## src/hdl/dpbp_pkg.sv

```systemverilog
// Shared constants, types and helper functions for the depth pixel back-projection block.
package dpbp_pkg;

   localparam int IMAGE_WIDTH    = 640;
   localparam int IMAGE_HEIGHT   = 480;
   localparam int COL_BITS       = 10;
   localparam int ROW_BITS       = 9;
   localparam int CSR_INDEX_BITS = 3;
   localparam int CSR_DATA_BITS  = 24;

   localparam logic [13:0] PRINCIPAL_X_RESET = 14'd5112;
   localparam logic [13:0] PRINCIPAL_Y_RESET = 14'd3832;
   localparam logic [23:0] INV_FOCAL_X_RESET = 24'd31957;
   localparam logic [23:0] INV_FOCAL_Y_RESET = 24'd31957;
   localparam logic [15:0] NEAR_LIMIT_RESET  = 16'd300;
   localparam logic [15:0] FAR_LIMIT_RESET   = 16'd7000;
   localparam logic [3:0]  FRAME_SKIP_RESET  = 4'd5;

   typedef enum logic [CSR_INDEX_BITS-1:0] {
      CSR_PRINCIPAL_X = 3'd0,
      CSR_PRINCIPAL_Y = 3'd1,
      CSR_INV_FOCAL_X = 3'd2,
      CSR_INV_FOCAL_Y = 3'd3,
      CSR_NEAR_LIMIT  = 3'd4,
      CSR_FAR_LIMIT   = 3'd5,
      CSR_FRAME_SKIP  = 3'd6
   } csr_index_type;

   typedef struct packed {
      logic [COL_BITS-1:0] col;
      logic [ROW_BITS-1:0] row;
      logic                keep;
      logic                last;
   } raster_info_type;

   // entry {frame_skip, skip_count} holds (skip_count + 1) mod (frame_skip + 1)
   typedef logic [255:0][3:0] skip_table_type;

   function automatic skip_table_type build_skip_table();
      skip_table_type t;
      int r;
      t = '0;
      for (int b = 0; b < 16; b++) begin
         for (int a = 0; a < 16; a++) begin
            r = a + 1;
            for (int k = 0; k < 16; k++) begin
               if (r >= b + 1) begin
                  r = r - (b + 1);
               end
            end
            t[b * 16 + a] = 4'(r);
         end
      end
      return t;
   endfunction

   localparam skip_table_type SKIP_TABLE = build_skip_table();

   function automatic logic signed [31:0] sat_ray(input logic signed [36:0] v);
      logic signed [31:0] r;
      if ((&v[36:31]) || !(|v[36:31])) begin
         r = v[31:0];
      end else if (v[36]) begin
         r = {1'b1, {31{1'b0}}};
      end else begin
         r = {1'b0, {31{1'b1}}};
      end
      return r;
   endfunction

   function automatic logic signed [17:0] sat_coord(input logic signed [24:0] v);
      logic signed [17:0] r;
      if ((&v[24:17]) || !(|v[24:17])) begin
         r = v[17:0];
      end else if (v[24]) begin
         r = {1'b1, {17{1'b0}}};
      end else begin
         r = {1'b0, {17{1'b1}}};
      end
      return r;
   endfunction

endpackage

```

## src/hdl/dpbp_raster.sv

```systemverilog
// Raster position, frame-skip tracking and depth window test for each accepted word.
module dpbp_raster import dpbp_pkg::*; (
   input  logic            clock,
   input  logic            reset,
   input  logic            accept,
   input  logic            frame_start,
   input  logic [15:0]     depth_mm,
   input  logic [3:0]      frame_skip,
   input  logic [15:0]     near_limit_mm,
   input  logic [15:0]     far_limit_mm,
   output raster_info_type info
);

   logic [COL_BITS-1:0] col_ff, col_in, col_cur;
   logic [ROW_BITS-1:0] row_ff, row_in, row_cur;
   logic [3:0]          skip_ff, skip_cur;
   logic                col_end, row_end;

   assign col_cur  = frame_start ? '0 : col_ff;
   assign row_cur  = frame_start ? '0 : row_ff;
   assign skip_cur = frame_start ? SKIP_TABLE[{frame_skip, skip_ff}] : skip_ff;

   assign col_end = (col_cur == COL_BITS'(IMAGE_WIDTH - 1));
   assign row_end = (row_cur == ROW_BITS'(IMAGE_HEIGHT - 1));

   always_comb begin
      if (col_end) begin
         col_in = '0;
         row_in = row_end ? '0 : row_cur + 1'b1;
      end else begin
         col_in = col_cur + 1'b1;
         row_in = row_cur;
      end
   end

   always_ff @(posedge clock) begin
      if (reset) begin
         col_ff  <= '0;
         row_ff  <= '0;
         skip_ff <= FRAME_SKIP_RESET;
      end else if (accept) begin
         col_ff  <= col_in;
         row_ff  <= row_in;
         skip_ff <= skip_cur;
      end
   end

   assign info.col  = col_cur;
   assign info.row  = row_cur;
   assign info.keep = (skip_cur == 4'd0) && (depth_mm > near_limit_mm) &&
                      (depth_mm < far_limit_mm);
   assign info.last = col_end && row_end;

endmodule

```

## src/hdl/dpbp_axis.sv

```systemverilog
// Three-stage ray factor and coordinate pipeline for one image axis.
module dpbp_axis import dpbp_pkg::*; (
   input  logic                clock,
   input  logic                advance,
   input  logic [13:0]         center_q4,
   input  logic [COL_BITS-1:0] pos,
   input  logic [23:0]         inv_focal,
   input  logic [15:0]         depth_mm,
   output logic signed [17:0]  coord_mm
);

   logic signed [15:0] diff;
   logic signed [40:0] prod1_in, prod1_ff;
   logic        [15:0] depth1_ff;
   logic signed [31:0] ray;
   logic signed [48:0] prod2_in, prod2_ff;
   logic signed [17:0] coord_ff;

   assign diff     = $signed({2'b00, center_q4}) - $signed({2'b00, pos, 4'b0000});
   assign prod1_in = diff * $signed({1'b0, inv_focal});
   assign ray      = sat_ray(prod1_ff[40:4]);
   assign prod2_in = ray * $signed({1'b0, depth1_ff});

   always_ff @(posedge clock) begin
      if (advance) begin
         prod1_ff  <= prod1_in;
         depth1_ff <= depth_mm;
         prod2_ff  <= prod2_in;
         coord_ff  <= sat_coord(prod2_ff[48:24]);
      end
   end

   assign coord_mm = coord_ff;

endmodule

```

## src/hdl/depth_pixel_back_projection.sv

```systemverilog
// Top level: settings registers, word pipeline with stall control, and both axis pipelines.
// An accepted input word passes the stage 1, 2 and 3 registers to become its result word.
// Throughput: one word per cycle unless stalled, from the three-stage multiplier pipeline.
// A result waiting under stall holds the whole pipeline; input is stalled only then.
// Reset clears valid bits, raster counters and settings to their defaults;
// the skip counter restarts so that, with the default frame skip, the first frame is used.
module depth_pixel_back_projection import dpbp_pkg::*; (
   input  logic                      clock,
   input  logic                      reset,
   input  logic                      req_valid,
   output logic                      req_stall,
   input  logic [15:0]               req_depth_mm,
   input  logic                      req_frame_start,
   output logic                      rsp_valid,
   input  logic                      rsp_stall,
   output logic                      rsp_point_keep,
   output logic signed [17:0]        rsp_point_x_mm,
   output logic signed [17:0]        rsp_point_y_mm,
   output logic [15:0]               rsp_point_z_mm,
   output logic                      rsp_frame_end,
   input  logic                      csr_wr_en,
   input  logic [CSR_INDEX_BITS-1:0] csr_index,
   input  logic [CSR_DATA_BITS-1:0]  csr_wdata
);

   logic [13:0] principal_x_ff, principal_y_ff;
   logic [23:0] inv_focal_x_ff, inv_focal_y_ff;
   logic [15:0] near_limit_ff, far_limit_ff;
   logic [3:0]  frame_skip_ff;

   logic            advance, accept;
   logic            v1_ff, v2_ff, v3_ff;
   logic [15:0]     z1_ff, z2_ff, z3_ff;
   logic            keep1_ff, keep2_ff, keep3_ff;
   logic            last1_ff, last2_ff, last3_ff;
   raster_info_type info;

   always_ff @(posedge clock) begin
      if (reset) begin
         principal_x_ff <= PRINCIPAL_X_RESET;
         principal_y_ff <= PRINCIPAL_Y_RESET;
         inv_focal_x_ff <= INV_FOCAL_X_RESET;
         inv_focal_y_ff <= INV_FOCAL_Y_RESET;
         near_limit_ff  <= NEAR_LIMIT_RESET;
         far_limit_ff   <= FAR_LIMIT_RESET;
         frame_skip_ff  <= FRAME_SKIP_RESET;
      end else if (csr_wr_en) begin
         case (csr_index_type'(csr_index))
            CSR_PRINCIPAL_X: principal_x_ff <= csr_wdata[13:0];
            CSR_PRINCIPAL_Y: principal_y_ff <= csr_wdata[13:0];
            CSR_INV_FOCAL_X: inv_focal_x_ff <= csr_wdata[23:0];
            CSR_INV_FOCAL_Y: inv_focal_y_ff <= csr_wdata[23:0];
            CSR_NEAR_LIMIT:  near_limit_ff  <= csr_wdata[15:0];
            CSR_FAR_LIMIT:   far_limit_ff   <= csr_wdata[15:0];
            CSR_FRAME_SKIP:  frame_skip_ff  <= csr_wdata[3:0];
            default: ;
         endcase
      end
   end

   // advance the whole pipeline unless a result word is held
   assign advance   = !v3_ff || !rsp_stall;
   assign req_stall = !advance;
   assign accept    = req_valid && advance;

   dpbp_raster u_raster (
      .clock         (clock),
      .reset         (reset),
      .accept        (accept),
      .frame_start   (req_frame_start),
      .depth_mm      (req_depth_mm),
      .frame_skip    (frame_skip_ff),
      .near_limit_mm (near_limit_ff),
      .far_limit_mm  (far_limit_ff),
      .info          (info)
   );

   dpbp_axis u_axis_x (
      .clock     (clock),
      .advance   (advance),
      .center_q4 (principal_x_ff),
      .pos       (info.col),
      .inv_focal (inv_focal_x_ff),
      .depth_mm  (req_depth_mm),
      .coord_mm  (rsp_point_x_mm)
   );

   dpbp_axis u_axis_y (
      .clock     (clock),
      .advance   (advance),
      .center_q4 (principal_y_ff),
      .pos       (COL_BITS'(info.row)),
      .inv_focal (inv_focal_y_ff),
      .depth_mm  (req_depth_mm),
      .coord_mm  (rsp_point_y_mm)
   );

   always_ff @(posedge clock) begin
      if (reset) begin
         v1_ff <= 1'b0;
         v2_ff <= 1'b0;
         v3_ff <= 1'b0;
      end else if (advance) begin
         v1_ff <= req_valid;
         v2_ff <= v1_ff;
         v3_ff <= v2_ff;
      end
   end

   always_ff @(posedge clock) begin
      if (advance) begin
         z1_ff    <= req_depth_mm;
         keep1_ff <= info.keep;
         last1_ff <= info.last;
         z2_ff    <= z1_ff;
         keep2_ff <= keep1_ff;
         last2_ff <= last1_ff;
         z3_ff    <= z2_ff;
         keep3_ff <= keep2_ff;
         last3_ff <= last2_ff;
      end
   end

   assign rsp_valid      = v3_ff;
   assign rsp_point_keep = keep3_ff;
   assign rsp_point_z_mm = z3_ff;
   assign rsp_frame_end  = last3_ff;

   a_keep_nonzero_depth: assert property (@(posedge clock) disable iff (reset)
      rsp_valid && rsp_point_keep |-> rsp_point_z_mm != 16'd0)
      else $error("kept point with zero depth");

   a_zero_depth_origin: assert property (@(posedge clock) disable iff (reset)
      rsp_valid && (rsp_point_z_mm == 16'd0) |->
         (rsp_point_x_mm == 18'sd0) && (rsp_point_y_mm == 18'sd0))
      else $error("zero depth gave nonzero coordinates");

   a_stage_moves: assert property (@(posedge clock) disable iff (reset)
      v1_ff && advance |=> v2_ff)
      else $error("pipeline word lost between stages");

endmodule

```

## config.mk

```make
export PLATFORM = sky130hd
export DESIGN_NAME = depth_pixel_back_projection
export DESIGN_NICKNAME = d
export VERILOG_FILES = /design/src/hdl/dpbp_pkg.sv /design/src/hdl/dpbp_raster.sv /design/src/hdl/dpbp_axis.sv /design/src/hdl/depth_pixel_back_projection.sv
export SDC_FILE = /design/constraint.sdc
export NUM_CORES = 2
export LEC_CHECK = 0
export BUFFER_PORTS_ARGS = -buffer_cell sky130_fd_sc_hd__buf_2
export CORE_MARGIN = 2
export CORE_UTILIZATION = 55
export DETAILED_ROUTE_END_ITERATION = 8
export GPL_ROUTABILITY_DRIVEN = 0
export HOLD_SLACK_MARGIN = 0.05
export PLACE_DENSITY_LB_ADDON = 0.08
export SLEW_MARGIN = 20
export SYNTH_ARGS = -nofsm -noshare
export SYNTH_HDL_FRONTEND = slang
export SYNTH_SLANG_ARGS = --single-unit
```

## constraint.sdc

```tcl
create_clock -name clock -period 16.8 [get_ports clock]
set_input_delay 5.04 -clock clock [delete_from_list [all_inputs] [get_ports clock]]
set_output_delay 5.04 -clock clock [all_outputs]
set_load 0.005 [all_outputs]
```

==> results.ini <==
[routing]
ant_nets = 0
wirelength_um = 176000
post_drt_wl_per_cell_um = 18.4
drt-pass1-iter-count = 5
vias_per_cell = 5.39
drc_errors = 0
drtIter0Drc = 3060
via_count = 51703

[sta]
fin_tns_setup_ns = 0
setup_viol = 0
fin_crit_ns = 14.02
clock_skew_ns = 0.0501
max_freq_ghz = 0.0713
worstMarginPinSlew_ns = 1.15
relSlewSlack_pct = 23.3
rsz0062_at_grt = false
maxSlewViolCount = 0
finalCritPeriodShare_pct = 83.5
hold_viol = 0

[yosys]
synth-edff-count = 212
syn_inst = 7938
ys_ff_latch = 350
yosys-top-cells-area = fa_1, inv_1, ha_1, edfxtp_1, nand2_1
avgSynthCellArea_um2 = 9.14
syn_nets = 10073
yosysUniqueCellTypes = 88
yosysWarningCount = 0
synth_seq_area_share_pct = 12.6
async_flop_share_pct = 0
yosys_most_used_dff = edfxtp_1
synth_top_area_share_pct = 42.6
yosysTopAreaCell = fa_1
synth_area_mm2 = 0.0726

[clock_tree]
hold_buffers = 0
clk_latency_ns = 0.67
clock-sinks = 350
cts-root-buf = clkbuf_16
cts_setup_buffers = 0
cts_buffers = 46
cts_max_level = 2
cts-resized-gates = 0
clk_pin_slew_worst_paths_ns = 0.06
cts_tree = done
clock_path_buffers = 3

[critical_path]
path_delay_family = adder cells
cp_slowest_cell = nand3_1
crit_arrival_ns = 14.39
worst-path-buf-inv = 4
crit_type = primary input to register
max_stage_delay_ns = 0.68
cp-end-kind = register
cp_common_cell = fa_1
r2r_start = u_raster.col_ff[0]$_SDFFE_PP0P_
crit_cells = 32
reg2regPathDepth = 31
crit_start = req_frame_start
worstSetupStartpointType = primary input
critPathRequiredTime_ns = 17.17
cp_max_fo = 25

[floorplan]
io_pins = 105
core_area_mm2 = 0.131
die_x_um = 367
die_y_um = 367
start_util_pct = 55.3
die_area_mm2 = 0.135
rows = 133

[grt]
grt.overflow.total = 0
grt_max_degree = 90
antenna_found_initial = 9
grt_use_total_pct = 27.4
grt_pass1_wl_um = 294000
grt_pass1_vias = 55477

[worst_hold_path]
hold_class = register to register
holdPathStages = 0
min-delay-start = z2_ff[3]$_DFFE_PN_

[flow_run]
cap_violations = 0

[status]
status = finished, final reports clean

[cells_and_area]
syn_to_final_growth_pct = 4.89
drive_gt1_share_pct = 4.00
final_area_mm2 = 0.0761
nets = 9929

[placed_design]
dp_hpwl_um = 134000
port_buffers = 104
placed_cell_area_mm2 = 0.0745

## path summary, 6_finish.rpt
path | to | slack (ns)
setup reg to reg | u_axis_x.prod1_ff[37]$_DFFE_PN_ | 7.54
setup / recovery | u_axis_x.prod1_ff[37]$_DFFE_PN_ | 2.78
hold / removal | rsp_point_z_mm[3]$_DFFE_PN_ | 0.42
hold reg to reg | rsp_point_z_mm[3]$_DFFE_PN_ | 0.42
## cells by family (layout without fill, tap and decap cells)
logic type | after synthesis | in the layout | share of synthesized area, %
other | 0 | 3 | 0
muxes | 11 | 11 | 0.171
AOI/OAI and AO/OA | 676 | 676 | 6.09
DFF | 350 | 350 | 12.6
and+or+nand+nor | 2487 | 2487 | 16.2
buffers and inverters | 2192 | 2085 | 11.4
xor gates and xnor gates | 135 | 135 | 1.63
adders and majority gates | 2087 | 2087 | 52.0
## metal layers
metal | wire (um) | global-route usage (%) | up-vias
li1 | - | - | 23380
met5 | 67 | 0 | -
met1 | 79000 | 39.3 | 26542
met4 | 3990 | 6.20 | 10
met2 | 81100 | 44.2 | 1530
met3 | 12300 | 4.13 | 241
## state kept, by name (all words and copies together) (netlist names), 4 cells and up
register / flops
u_axis_x.prod2_ff: 25
u_axis_y.depth1_ff: 16
inv_focal_y_ff: 24
near_limit_ff: 16
u_axis_x.prod1_ff: 36
u_axis_y.prod1_ff: 36
z2_ff: 16
u_axis_y.prod2_ff: 25
u_raster.skip_ff: 4
u_raster.row_ff: 9
u_axis_y.coord_mm: 18
inv_focal_x_ff: 24
u_axis_x.coord_mm: 18
u_raster.col_ff: 10
principal_y_ff: 14
frame_skip_ff: 4
principal_x_ff: 14
far_limit_ff: 16
rsp_point_z_mm: 16
## through the flow
stage	util [%]	worst slack (ns)	hold WS, ns	cells
6_report	58.0	2.78	0.417	9589
5_1_grt	58.0	2.09	0.425	9586
2_1_floorplan	-	1.61	0.400	7938
3_5_place_dp	56.8	2.20	0.406	9501
4_1_cts	58.0	2.85	0.419	9586
3_3_place_gp	56.8	2.48	0.403	9501
## cells in the final DEF (no fill, tap or decap), types with 15 or more instances in the layout
cell / n
inv_1: 1823
fa_1: 1546
nand2_1: 1349
and2_1: 587
ha_1: 540
a21oi_1: 223
edfxtp_1: 212
nor2_1: 173
dfxtp_1: 138
a21o_1: 110
buf_2: 103
xnor2_1: 93
o21ai_0: 88
o21a_1: 84
buf_4: 74
nand2b_1: 72
nor2b_1: 57
clkbuf_16: 50
nand3b_1: 48
nand3_1: 42
nand4_1: 42
xor2_1: 36
nor3_1: 27
and3_1: 24
a211oi_1: 21
or2_2: 21
o21bai_1: 19
a211o_1: 15
## synth_stat cells (38+ instances only)
library cell / instances
a21oi_1: 223
xnor2_1: 97
o21a_1: 84
nor2_1: 178
nand3_1: 43
clkbuf_1: 353
xor2_1: 38
nand2b_1: 72
nor2b_1: 57
nand2_1: 1350
ha_1: 540
fa_1: 1546
o21ai_0: 89
inv_1: 1823
edfxtp_1: 212
a21o_1: 110
and2_1: 587
nand4_1: 42
dfxtp_1: 138
nand3b_1: 48
## area by class of cell
class                      instances  area (um^2)
clock buffer                      57         1300
fill                           11711        55200
sequential                       350         9130
multi-input combinational       5396        55300
tap                             1755         2200
inverter                        1823         6840
clock inverter                    28          293
antenna                            3         7.51
timing repair buffer             177         1070
Power is not shown: default switching activity piles up to over one toggle a cycle in this logic, so the estimate is an artifact.
